## src/mer_pkg.sv

```systemverilog
// Shared types and constants of the midpoint ellipse rasteriser.
package mer_pkg;

    localparam int COORD_BITS_DEF  = 12;
    localparam int RADIUS_BITS_DEF = 10;

    localparam logic CMD_START = 1'b0;
    localparam logic CMD_STEP  = 1'b1;

    typedef enum logic [3:0] {
        MS_NONE,
        MS_AA,
        MS_BB,
        MS_A2Y,
        MS_B2X1,
        MS_A2Y1,
        MS_B2X3,
        MS_A2Y2,
        MS_A2Y3,
        MS_XSQ,
        MS_YSQ,
        MS_B2P,
        MS_A2P,
        MS_A2B2
    } t_mul_sel;

    typedef enum logic [2:0] {
        ACC_HOLD,
        ACC_START,
        ACC_ADD_P4,
        ACC_SUB_P4,
        ACC_ADD_P,
        ACC_LOAD_P
    } t_acc_op;

    typedef struct packed {
        logic      load_start;
        t_mul_sel  mul_sel;
        t_acc_op   acc_op;
        logic      lhs_load;
        logic      a2_load;
        logic      b2_load;
        logic      x_inc;
        logic      y_dec;
        logic      out_load;
    } t_cmd;

    typedef struct packed {
        logic lt;
        logic d_neg;
        logic y_zero;
        logic out_free;
    } t_stat;

endpackage

```

## src/mer_dp.sv

```systemverilog
// Datapath: held operands, shared multiplier, decision accumulator and result register.
module mer_dp
    import mer_pkg::*;
#(
    parameter int COORD_BITS  = COORD_BITS_DEF,
    parameter int RADIUS_BITS = RADIUS_BITS_DEF
) (
    input  logic                          i_clk,
    input  logic                          i_rst_n,
    input  t_cmd                          i_cmd_bus,
    output t_stat                         o_stat,
    input  logic signed [COORD_BITS-1:0]  i_center_x,
    input  logic signed [COORD_BITS-1:0]  i_center_y,
    input  logic        [RADIUS_BITS-1:0] i_radius_x,
    input  logic        [RADIUS_BITS-1:0] i_radius_y,
    input  logic                          i_cfg_we,
    input  logic                          i_cfg_data,
    input  logic                          i_out_stall,
    output logic                          o_out_valid,
    output logic signed [COORD_BITS:0]    o_right_x,
    output logic signed [COORD_BITS:0]    o_left_x,
    output logic signed [COORD_BITS:0]    o_lower_y,
    output logic signed [COORD_BITS:0]    o_upper_y,
    output logic                          o_fill_rows,
    output logic                          o_last
);

    localparam int WA  = 2 * RADIUS_BITS + 1;
    localparam int WB  = 2 * RADIUS_BITS + 6;
    localparam int WP  = WA + WB;
    localparam int WD  = 4 * RADIUS_BITS + 8;
    localparam int WX  = RADIUS_BITS + 1;
    localparam int WQ  = 2 * RADIUS_BITS;
    localparam int OUT = COORD_BITS + 1;
    localparam int WS  = ((COORD_BITS > WX + 1) ? COORD_BITS : WX + 1) + 1;

    logic signed [COORD_BITS-1:0]  r_cx;
    logic signed [COORD_BITS-1:0]  r_cy;
    logic        [RADIUS_BITS-1:0] r_ra;
    logic        [WQ-1:0]          r_a2;
    logic        [WQ-1:0]          r_b2;
    logic        [WX-1:0]          r_x;
    logic        [RADIUS_BITS-1:0] r_y;
    logic signed [WP-1:0]          r_prod;
    logic signed [WP-1:0]          r_lhs;
    logic signed [WD-1:0]          r_d;
    logic signed [WD-1:0]          n_d;
    logic                          r_fill;
    logic                          r_out_valid;

    logic signed [WB-1:0] x_e, y_e, x2p1, x2p2, x2p3, y2m1, y2m2, two_m_2y, three_m_2y;
    logic signed [WA-1:0] a2_a, b2_a, ra_a, y_a, x2p1_a, y2m2_a;
    logic signed [WA-1:0] op_a;
    logic signed [WB-1:0] op_b;
    logic signed [WP-1:0] prod;
    logic signed [WD-1:0] p1, p4, a2_d;
    logic signed [WS-1:0] cx_s, cy_s, x_s, y_s;
    logic signed [WS-1:0] right_s, left_s, lower_s, upper_s;

    assign x_e        = signed'(WB'(r_x));
    assign y_e        = signed'(WB'(r_y));
    assign x2p1       = x_e + x_e + WB'(1);
    assign x2p2       = x_e + x_e + WB'(2);
    assign x2p3       = x_e + x_e + WB'(3);
    assign y2m1       = y_e + y_e - WB'(1);
    assign y2m2       = y_e + y_e - WB'(2);
    assign two_m_2y   = WB'(2) - y_e - y_e;
    assign three_m_2y = WB'(3) - y_e - y_e;

    assign a2_a   = signed'(WA'(r_a2));
    assign b2_a   = signed'(WA'(r_b2));
    assign ra_a   = signed'(WA'(r_ra));
    assign y_a    = signed'(WA'(r_y));
    assign x2p1_a = WA'(x2p1);
    assign y2m2_a = WA'(y2m2);

    always_comb begin
        op_a = '0;
        op_b = '0;
        unique case (i_cmd_bus.mul_sel)
            MS_AA: begin
                op_a = ra_a;
                op_b = WB'(ra_a);
            end
            MS_BB: begin
                op_a = y_a;
                op_b = y_e;
            end
            MS_A2Y: begin
                op_a = a2_a;
                op_b = y_e;
            end
            MS_B2X1: begin
                op_a = b2_a;
                op_b = x2p2;
            end
            MS_A2Y1: begin
                op_a = a2_a;
                op_b = y2m1;
            end
            MS_B2X3: begin
                op_a = b2_a;
                op_b = x2p3;
            end
            MS_A2Y2: begin
                op_a = a2_a;
                op_b = two_m_2y;
            end
            MS_A2Y3: begin
                op_a = a2_a;
                op_b = three_m_2y;
            end
            MS_XSQ: begin
                op_a = x2p1_a;
                op_b = x2p1;
            end
            MS_YSQ: begin
                op_a = y2m2_a;
                op_b = y2m2;
            end
            MS_B2P: begin
                op_a = b2_a;
                op_b = WB'(r_prod);
            end
            MS_A2P: begin
                op_a = a2_a;
                op_b = WB'(r_prod);
            end
            MS_A2B2: begin
                op_a = a2_a;
                op_b = WB'(b2_a);
            end
            default: begin
                op_a = '0;
                op_b = '0;
            end
        endcase
    end

    assign prod = op_a * op_b;

    assign p1   = WD'(r_prod);
    assign p4   = p1 <<< 2;
    assign a2_d = signed'(WD'(r_a2));

    always_comb begin
        case (i_cmd_bus.acc_op)
            ACC_START:  n_d = p4 + a2_d;
            ACC_ADD_P4: n_d = r_d + p4;
            ACC_SUB_P4: n_d = r_d - p4;
            ACC_ADD_P:  n_d = r_d + p1;
            ACC_LOAD_P: n_d = p1;
            default:    n_d = r_d;
        endcase
    end

    always_ff @(posedge i_clk) begin
        if (i_cmd_bus.mul_sel != MS_NONE) begin
            r_prod <= prod;
        end
        r_d <= n_d;
        if (i_cmd_bus.lhs_load) begin
            r_lhs <= r_prod;
        end
        if (i_cmd_bus.a2_load) begin
            r_a2 <= r_prod[WQ-1:0];
        end
        if (i_cmd_bus.b2_load) begin
            r_b2 <= r_prod[WQ-1:0];
        end
        if (i_cmd_bus.load_start) begin
            r_cx <= i_center_x;
            r_cy <= i_center_y;
            r_ra <= i_radius_x;
            r_x  <= '0;
            r_y  <= i_radius_y;
        end else begin
            if (i_cmd_bus.x_inc) begin
                r_x <= r_x + WX'(1);
            end
            if (i_cmd_bus.y_dec) begin
                r_y <= r_y - RADIUS_BITS'(1);
            end
        end
    end

    assign cx_s    = WS'(r_cx);
    assign cy_s    = WS'(r_cy);
    assign x_s     = signed'(WS'(r_x));
    assign y_s     = signed'(WS'(r_y));
    assign right_s = cx_s + x_s;
    assign left_s  = cx_s - x_s;
    assign lower_s = cy_s + y_s;
    assign upper_s = cy_s - y_s;

    always_ff @(posedge i_clk) begin
        if (!i_rst_n) begin
            r_fill      <= 1'b0;
            r_out_valid <= 1'b0;
        end else begin
            if (i_cfg_we) begin
                r_fill <= i_cfg_data;
            end
            if (i_cmd_bus.out_load) begin
                r_out_valid <= 1'b1;
            end else if (!i_out_stall) begin
                r_out_valid <= 1'b0;
            end
        end
    end

    always_ff @(posedge i_clk) begin
        if (i_cmd_bus.out_load) begin
            o_right_x   <= right_s[OUT-1:0];
            o_left_x    <= left_s[OUT-1:0];
            o_lower_y   <= lower_s[OUT-1:0];
            o_upper_y   <= upper_s[OUT-1:0];
            o_fill_rows <= r_fill;
            o_last      <= (r_y == '0);
        end
    end

    assign o_out_valid     = r_out_valid;
    assign o_stat.lt       = (r_lhs < r_prod);
    assign o_stat.d_neg    = r_d[WD-1];
    assign o_stat.y_zero   = (r_y == '0);
    assign o_stat.out_free = !r_out_valid || !i_out_stall;

endmodule

```

## src/mer_ctrl.sv

```systemverilog
// Controller: sequences the shared multiplier and accumulator for each beat.
module mer_ctrl
    import mer_pkg::*;
(
    input  logic  i_clk,
    input  logic  i_rst_n,
    input  logic  i_in_valid,
    input  logic  i_cmd,
    output logic  o_in_stall,
    input  t_stat i_stat,
    output t_cmd  o_cmd_bus
);

    typedef enum logic [20:0] {
        ST_IDLE    = 21'd1 << 0,
        ST_S_AA    = 21'd1 << 1,
        ST_S_BB    = 21'd1 << 2,
        ST_S_A2B   = 21'd1 << 3,
        ST_S_INIT  = 21'd1 << 4,
        ST_R1_LHS  = 21'd1 << 5,
        ST_R1_RHS  = 21'd1 << 6,
        ST_R1_CMP  = 21'd1 << 7,
        ST_R1_ADD  = 21'd1 << 8,
        ST_R1_ADDB = 21'd1 << 9,
        ST_R1_ADDA = 21'd1 << 10,
        ST_R2_BX   = 21'd1 << 11,
        ST_R2_YSQ  = 21'd1 << 12,
        ST_R2_AY   = 21'd1 << 13,
        ST_R2_AB   = 21'd1 << 14,
        ST_R2_INIT = 21'd1 << 15,
        ST_R2_STEP = 21'd1 << 16,
        ST_R2_POS  = 21'd1 << 17,
        ST_R2_NEGA = 21'd1 << 18,
        ST_R2_NEGB = 21'd1 << 19,
        ST_EMIT    = 21'd1 << 20
    } t_state;

    typedef enum logic [2:0] {
        PH_IDLE = 3'b001,
        PH_R1   = 3'b010,
        PH_R2   = 3'b100
    } t_phase;

    t_state r_state, n_state;
    t_phase r_phase, n_phase;
    logic   in_acc;

    assign in_acc     = i_in_valid && (r_state == ST_IDLE);
    assign o_in_stall = (r_state != ST_IDLE);

    always_comb begin
        n_state   = r_state;
        n_phase   = r_phase;
        o_cmd_bus = '{load_start: 1'b0, mul_sel: MS_NONE, acc_op: ACC_HOLD,
                      lhs_load: 1'b0, a2_load: 1'b0, b2_load: 1'b0,
                      x_inc: 1'b0, y_dec: 1'b0, out_load: 1'b0};
        unique case (r_state)
            ST_IDLE: begin
                if (in_acc) begin
                    if (i_cmd == CMD_START) begin
                        o_cmd_bus.load_start = 1'b1;
                        n_state = ST_S_AA;
                    end else if (r_phase == PH_R1) begin
                        n_state = ST_R1_LHS;
                    end else if (r_phase == PH_R2) begin
                        n_state = ST_R2_STEP;
                    end
                end
            end
            ST_S_AA: begin
                o_cmd_bus.mul_sel = MS_AA;
                n_state = ST_S_BB;
            end
            ST_S_BB: begin
                o_cmd_bus.a2_load = 1'b1;
                o_cmd_bus.mul_sel = MS_BB;
                n_state = ST_S_A2B;
            end
            ST_S_A2B: begin
                o_cmd_bus.b2_load = 1'b1;
                o_cmd_bus.acc_op  = ACC_START;
                o_cmd_bus.mul_sel = MS_A2Y;
                n_state = ST_S_INIT;
            end
            ST_S_INIT: begin
                o_cmd_bus.acc_op = ACC_SUB_P4;
                n_phase = PH_R1;
                n_state = ST_EMIT;
            end
            ST_R1_LHS: begin
                o_cmd_bus.mul_sel = MS_B2X1;
                n_state = ST_R1_RHS;
            end
            ST_R1_RHS: begin
                o_cmd_bus.lhs_load = 1'b1;
                o_cmd_bus.mul_sel  = MS_A2Y1;
                n_state = ST_R1_CMP;
            end
            ST_R1_CMP: begin
                if (i_stat.lt) begin
                    o_cmd_bus.mul_sel = MS_B2X3;
                    n_state = i_stat.d_neg ? ST_R1_ADD : ST_R1_ADDB;
                end else begin
                    o_cmd_bus.mul_sel = MS_XSQ;
                    n_phase = PH_R2;
                    n_state = ST_R2_BX;
                end
            end
            ST_R1_ADD: begin
                o_cmd_bus.acc_op = ACC_ADD_P4;
                o_cmd_bus.x_inc  = 1'b1;
                n_state = ST_EMIT;
            end
            ST_R1_ADDB: begin
                o_cmd_bus.acc_op  = ACC_ADD_P4;
                o_cmd_bus.mul_sel = MS_A2Y2;
                n_state = ST_R1_ADDA;
            end
            ST_R1_ADDA: begin
                o_cmd_bus.acc_op = ACC_ADD_P4;
                o_cmd_bus.x_inc  = 1'b1;
                o_cmd_bus.y_dec  = 1'b1;
                n_state = ST_EMIT;
            end
            ST_R2_BX: begin
                o_cmd_bus.mul_sel = MS_B2P;
                n_state = ST_R2_YSQ;
            end
            ST_R2_YSQ: begin
                o_cmd_bus.acc_op  = ACC_LOAD_P;
                o_cmd_bus.mul_sel = MS_YSQ;
                n_state = ST_R2_AY;
            end
            ST_R2_AY: begin
                o_cmd_bus.mul_sel = MS_A2P;
                n_state = ST_R2_AB;
            end
            ST_R2_AB: begin
                o_cmd_bus.acc_op  = ACC_ADD_P;
                o_cmd_bus.mul_sel = MS_A2B2;
                n_state = ST_R2_INIT;
            end
            ST_R2_INIT: begin
                o_cmd_bus.acc_op = ACC_SUB_P4;
                n_state = ST_R2_STEP;
            end
            ST_R2_STEP: begin
                if (i_stat.y_zero) begin
                    n_phase = PH_IDLE;
                    n_state = ST_IDLE;
                end else begin
                    o_cmd_bus.mul_sel = MS_A2Y3;
                    n_state = i_stat.d_neg ? ST_R2_NEGA : ST_R2_POS;
                end
            end
            ST_R2_POS: begin
                o_cmd_bus.acc_op = ACC_ADD_P4;
                o_cmd_bus.y_dec  = 1'b1;
                n_state = ST_EMIT;
            end
            ST_R2_NEGA: begin
                o_cmd_bus.acc_op  = ACC_ADD_P4;
                o_cmd_bus.mul_sel = MS_B2X1;
                n_state = ST_R2_NEGB;
            end
            ST_R2_NEGB: begin
                o_cmd_bus.acc_op = ACC_ADD_P4;
                o_cmd_bus.x_inc  = 1'b1;
                o_cmd_bus.y_dec  = 1'b1;
                n_state = ST_EMIT;
            end
            ST_EMIT: begin
                if (i_stat.out_free) begin
                    o_cmd_bus.out_load = 1'b1;
                    if (i_stat.y_zero) begin
                        n_phase = PH_IDLE;
                    end
                    n_state = ST_IDLE;
                end
            end
            default: begin
                n_state = ST_IDLE;
                n_phase = PH_IDLE;
            end
        endcase
    end

    always_ff @(posedge i_clk) begin
        if (!i_rst_n) begin
            r_state <= ST_IDLE;
            r_phase <= PH_IDLE;
        end else begin
            r_state <= n_state;
            r_phase <= n_phase;
        end
    end

endmodule

```

## src/midpoint_ellipse_rasterizer.sv

```systemverilog
// Top level of the midpoint ellipse rasteriser: controller, datapath and checks.
//
//   channel | handshake              | payload
//   --------+------------------------+--------------------------------------------
//   in      | i_in_valid, o_in_stall | i_cmd, i_center_x/y, i_radius_x/y
//   out     | o_out_valid, i_out_stall | o_right_x, o_left_x, o_lower_y, o_upper_y,
//           |                        | o_fill_rows, o_last
//   cfg     | i_cfg_we               | i_cfg_data (fill enable)
//
// A start beat, a region-one step, a region-two step and the step that crosses into
// region two each run as a sequence of controller states while the in channel stalls;
// one shared multiplier with a registered product, used once per cycle, sets the order.
// Reset is synchronous and active low; it clears the controller, phase, fill enable
// and result valid.
// A finished result waits in the output register; the next in beat is taken meanwhile.
module midpoint_ellipse_rasterizer
    import mer_pkg::*;
#(
    parameter int COORD_BITS  = COORD_BITS_DEF,
    parameter int RADIUS_BITS = RADIUS_BITS_DEF
) (
    input  logic                          i_clk,
    input  logic                          i_rst_n,
    input  logic                          i_in_valid,
    output logic                          o_in_stall,
    input  logic                          i_cmd,
    input  logic signed [COORD_BITS-1:0]  i_center_x,
    input  logic signed [COORD_BITS-1:0]  i_center_y,
    input  logic        [RADIUS_BITS-1:0] i_radius_x,
    input  logic        [RADIUS_BITS-1:0] i_radius_y,
    input  logic                          i_cfg_we,
    input  logic                          i_cfg_data,
    output logic                          o_out_valid,
    input  logic                          i_out_stall,
    output logic signed [COORD_BITS:0]    o_right_x,
    output logic signed [COORD_BITS:0]    o_left_x,
    output logic signed [COORD_BITS:0]    o_lower_y,
    output logic signed [COORD_BITS:0]    o_upper_y,
    output logic                          o_fill_rows,
    output logic                          o_last
);

    t_cmd  cmd_bus;
    t_stat stat;

    mer_ctrl u_ctrl (
        .i_clk      (i_clk),
        .i_rst_n    (i_rst_n),
        .i_in_valid (i_in_valid),
        .i_cmd      (i_cmd),
        .o_in_stall (o_in_stall),
        .i_stat     (stat),
        .o_cmd_bus  (cmd_bus)
    );

    mer_dp #(
        .COORD_BITS  (COORD_BITS),
        .RADIUS_BITS (RADIUS_BITS)
    ) u_dp (
        .i_clk       (i_clk),
        .i_rst_n     (i_rst_n),
        .i_cmd_bus   (cmd_bus),
        .o_stat      (stat),
        .i_center_x  (i_center_x),
        .i_center_y  (i_center_y),
        .i_radius_x  (i_radius_x),
        .i_radius_y  (i_radius_y),
        .i_cfg_we    (i_cfg_we),
        .i_cfg_data  (i_cfg_data),
        .i_out_stall (i_out_stall),
        .o_out_valid (o_out_valid),
        .o_right_x   (o_right_x),
        .o_left_x    (o_left_x),
        .o_lower_y   (o_lower_y),
        .o_upper_y   (o_upper_y),
        .o_fill_rows (o_fill_rows),
        .o_last      (o_last)
    );

    a_no_overwrite: assert property (@(posedge i_clk) disable iff (!i_rst_n)
        cmd_bus.out_load |-> stat.out_free)
        else $error("result register loaded while a result still waits");

    a_start_on_beat: assert property (@(posedge i_clk) disable iff (!i_rst_n)
        cmd_bus.load_start |-> (i_in_valid && !o_in_stall && i_cmd == CMD_START))
        else $error("start operands latched without an accepted start beat");

    a_last_on_axis: assert property (@(posedge i_clk) disable iff (!i_rst_n)
        (o_out_valid && o_last) |-> (o_lower_y == o_upper_y))
        else $error("last point set has a non-zero y offset");

endmodule

```

## config.mk

```make
export PLATFORM = sky130hd
export DESIGN_NAME = midpoint_ellipse_rasterizer
export DESIGN_NICKNAME = d
export VERILOG_FILES = /design/src/mer_pkg.sv /design/src/mer_dp.sv /design/src/mer_ctrl.sv /design/src/midpoint_ellipse_rasterizer.sv
export SDC_FILE = /design/constraint.sdc
export NUM_CORES = 2
export LEC_CHECK = 0
export ABC_AREA = 1
export BUFFER_PORTS_ARGS = -buffer_cell sky130_fd_sc_hd__buf_2
export CAP_MARGIN = 15
export CORE_ASPECT_RATIO = 1.4
export CORE_UTILIZATION = 57
export CTS_BUF_LIST = sky130_fd_sc_hd__clkbuf_16
export DETAILED_ROUTE_END_ITERATION = 8
export PLACE_DENSITY = 0.77
export SLEW_MARGIN = 20
export SYNTH_ARGS = -nofsm -noshare
export SYNTH_HDL_FRONTEND = slang
export SYNTH_SLANG_ARGS = --single-unit
```

## constraint.sdc

```tcl
create_clock -name i_clk -period 10.3 [get_ports i_clk]
set_clock_uncertainty 0.1 [all_clocks]
set_input_delay 2.06 -clock i_clk [delete_from_list [all_inputs] [get_ports i_clk]]
set_output_delay 2.06 -clock i_clk [all_outputs]
set_load 0.02 [all_outputs]
```

==> out/metrics.sh <==
CRITPATHBUFINV=13
CLOCK-SINKS=315
FLOORPLAN.DIE_AREA_UM2=80200
ROUTED-VIA-COUNT=40400
COMPOUND_CELL_AREA_SHARE_OF_THE_YOSYS_NETLIST_PCT=10.2
YOSYS-MUX-AREA-FRACTION_PCT=0
TIMING.CRITICAL_PATH.FANOUT_MAX=6
TIMING.MAX_SLEW.REL_SLACK_PCT=21.5
DR.FIRST_ITER.DRC_COUNT=3881
DOMINANTREGCELLSYNTH='sky130_fd_sc_hd__edfxtp_1'
PLACEABLECOREAREA_UM2=78000
CRITICAL_PATH_CLASS='register to register'
FINAL-MAX-SLEW-VIOLATION-COUNT=0
POSTCTSHOLDBUFS=0
FINAL_COMMON_CELL='sky130_fd_sc_hd__inv_1'
DIE_WIDTH_UM=240
SYNTH-XOR-AREA-SHARE_PCT=4.26
CTS_MAX_PATH_BUFFERS=3
TIMING.CRITICAL_PATH.SLOWEST_STAGE_CELL='sky130_fd_sc_hd__fa_1'
PLACEMENT.IO_BUFFERS=106
BOUNDARYPINS=107
FLOW.AREA_GROWTH_FROM_SYNTHESIS_PCT=11.8
CTS_MADE_BUFFERS=34
COMBINATIONAL_FAMILY_WITH_THE_MOST_AREA_AFTER_SYNTHESIS='adder cells'
YOSYS-TOP-CELLS-AREA='sky130_fd_sc_hd__fa_1 (25%), sky130_fd_sc_hd__edfxtp_1 (19%), sky130_fd_sc_hd__inv_1 (9.9%), sky130_fd_sc_hd__nand2_1 (9.8%), sky130_fd_sc_hd__ha_1 (9.4%)'
YS_TYPES=65
FMAX_MHz=101
SYNTH_LARGEST_AREA_CELL='sky130_fd_sc_hd__fa_1'
TIMING.CRITICAL_PATH.MAX_DELAY_FAMILY='adder cells'
DRIVE_ABOVE_1_SHARE_PCT=11.9
REPORT.FINAL.SETUP_VIOL=0
GLOBALROUTE.BUSIESTLAYER='met2'
NFILLCELLS=6649
NUMBER_OF_ANTENNA_VIOLATIONS_AT_THE_FIRST_CHECK_IN_GLOBAL_ROUTING=1
CLK_LATENCY_NS=0.60
TIMING.FINAL.CRIT_PERIOD_NS=9.94
CTS_TREE='built'
CTS.CLK_SLEW.WORST_PATHS_NS=0.07
CELL_AREA_SYNTH_UM2=45100
WORST_HOLD_PATH_TYPE='register to register'
FIN_CRIT_SH_PCT=96.5
DIE_H_UM=335
DETAIL_ROUTE.DRC_VIOLATIONS=0
PEAKVDDDROP_mV=0.105
FIRST_GLOBAL_VIAS=41400
STATUS='finished, final reports clean'
MET1_USAGE_PCT=45.8
CPMOSTUSEDCELL='sky130_fd_sc_hd__fa_1'
POWERDENSITY_nW_PER_UM2=81.8
VIAS_CELL=5.77
TIGHTESTPINTRANSITION_NS=1.17
NNETSFINAL=6874
CRIT_REQUIRED_NS=10.52
HOLD_PATH_DEPTH=0
SYNTH_AREA_PER_CELL_UM2=8.05
PLACE_AREA_UM2=48500
SYNTH_AREA_IN_ADDERS_PCT=34.3
GRT_UTIL_MET3_PCT=5.10
SYNTH-EDFF-COUNT=278
NETLIST_INSTANCES=5601
TOTAL_LEAKAGE_POWER_nW=24.5
SETUP.WORST_PATH.START_CLASS='register'
ROUTED_WL_UM=151000
LAYOUT_COMMON_CELLS='sky130_fd_sc_hd__inv_1 (1182), sky130_fd_sc_hd__nand2_1 (1164), sky130_fd_sc_hd__fa_1 (541)'
MET2_USAGE_PCT=63.6
LAYOUT_SETUP_WS_NS=0.355
GRT_FIRST_PASS_WIRELENGTH_UM=231000
PIN_COUNT_OF_THE_BIGGEST_NET_ENTERING_GLOBAL_ROUTING=57
PLACEMENTROWS=121
WORST-PATH-STAGES=47
ASYNCSETRESETFLOPFRACSYNTH_PCT=0
START_UTIL_PCT=57.8
CRITPATHMAXSTAGEDELAY_NS=0.56
CP-END-KIND='register'
GRT_USE_TOTAL_PCT=38.1
YOSYS.AREA_SHARE.SIMPLE_PCT=19.3
CLK_ROOT_BUFFER_CELL='sky130_fd_sc_hd__clkbuf_16'
SYNTH.FF_LATCH_COUNT=315
WL_PER_CELL_UM=21.7
DETAILEDPLACEMENTHPWL_UM=126000
SYNTH_TOP_AREA_SHARE_PCT=25.0
CTS-HTREE-LEVELS=2
YOSYSWARNINGCOUNT=0
ANTENNA_NETS_POST_ROUTE=0
PLACE.GP.CONGESTION=1.05
POST-PLACE-WS_NS=-0.0130
DR.PASS1.ITERS=6
FINAL_HOLD_VIOL_COUNT=0
GRT_REMAINING_OVERFLOW=0
FIN_AREA_UM2=50400
REG2REG_DEPTH=47
WORSTPATHARRIVAL_NS=10.16
SEQUENTIAL_ELEMENT_SHARE_OF_THE_SYNTHESIZED_AREA_PCT=20.2
REPORTED_MAX_CAP_VIOLATION_COUNT=0
==> worst paths after layout <==
path	start	end	slack [ns]
setup / recovery	u_dp.r_y[2]$_DFFE_PP_	u_dp.r_prod[41]$_DFFE_PP_	0.36
hold / removal	u_dp.r_fill$_SDFFE_PN0P_	u_dp.o_fill_rows$_DFFE_PP_	0.34
setup reg to reg	u_dp.r_y[2]$_DFFE_PP_	u_dp.r_prod[41]$_DFFE_PP_	0.36
hold reg to reg	u_dp.r_fill$_SDFFE_PN0P_	u_dp.o_fill_rows$_DFFE_PP_	0.34
==> report_power, final <==
part | total, W | switching, W | leakage, nW | internal [W]
registers | 0.00154 | 0.0000398 | 2.77 | 0.00150
logic | 0.00139 | 0.000928 | 21.2 | 0.000457
clock network | 0.00119 | 0.000567 | 0.505 | 0.000627
total | 0.00412 | 0.00154 | 24.5 | 0.00259
==> cell type report <==
cell class | instances | area, µm² | area share (%)
Antenna cell | 2 | 5.00 | 0.00993
Clock buffer | 35 | 876 | 1.74
Clock inverter | 24 | 170 | 0.338
Inverter | 1226 | 4620 | 9.18
Multi-Input combinational cell | 3943 | 31400 | 62.2
Sequential cell | 315 | 9090 | 18.0
Tap cell | 1045 | 1310 | 2.59
Timing Repair Buffer | 404 | 2970 | 5.89
==> kinds of logic after synthesis <==
group,after synthesis
other cells,2
buf+inv,1353
flops,315
simple gates,2028
fa+ha+maj,899
compound gates,785
xor+xnor,219
==> registers in the layout, indices dropped and copies added, names as in the netlist <==
signal and count:
u_dp.r_ra 10, u_dp.o_fill_rows 1, u_dp.o_out_valid 1, u_dp.r_cy 12
u_dp.o_right_x 12, u_dp.o_upper_y 13, u_dp.r_b2 20, u_dp.o_last 1
u_dp.o_left_x 13, u_dp.r_fill 1, u_dp.r_cx 12, u_dp.r_d 48
u_dp.r_y 10, u_dp.r_prod 47, u_ctrl.r_state 21, u_ctrl.r_phase 3
u_dp.o_lower_y 12, u_dp.r_lhs 47, u_dp.r_a2 20, u_dp.r_x 11
==> worst register-to-register path: cells and delay by family, from the launching register on <==
kind            cells  cell delay, ns
compound gates      5            0.89
simple gates       17            2.37
flops               1            0.40
buf+inv            13            1.35
fa+ha+maj          10            4.29
xor+xnor            2            0.28
==> stage by stage <==
step	cells	total power, W	hold WS, ns	util [%]	setup TNS (ns)
after floorplan	5610	0.00243	0.303	-	0
after global placement	6898	0.00283	0.312	62.2	0
after detailed placement	6898	0.00285	0.321	62.2	-0.0158
after CTS	6957	0.00404	0.338	63.5	0
after global routing	6993	0.00429	0.352	64.6	-0.952
final	6994	0.00412	0.340	64.6	0
==> what timing repair did <==
item,4_1_cts,5_1_grt
pin swaps,0,64
resized for setup,1,135
gates cloned,0,3
buffers inserted,0,33
setup endpoints to repair,6,27
==> cell usage after synthesis, drive strengths merged (7+ instances only) <==
cell type  count
nor2         458
o21ai        198
dfxtp         37
nand3b        15
a31oi         38
or2           26
inv         1219
nor3          87
a21o          16
o21a          22
ha           337
nand4         61
o31ai         13
a211oi         8
a22oi          8
clkbuf        44
o2111ai       34
xor2         171
nand2       1193
edfxtp       278
clkinv         7
o211ai        21
and3           8
o22ai         13
o221ai         8
o21bai        23
a21oi        365
buf           83
nor4          23
xnor2         48
fa           562
nand3        150
==> metal layers <==
metal / routed length [µm] / share of wire (%) / up-vias
li1: - / - / 18300
met1: 55800 / 37 / 19600
met2: 72200 / 48 / 1985
met3: 11800 / 7.8 / 576
met4: 11600 / 7.7 / 0
met5: 0 / 0 / -
No activity file was read; power rests on OpenSTA's default activity.
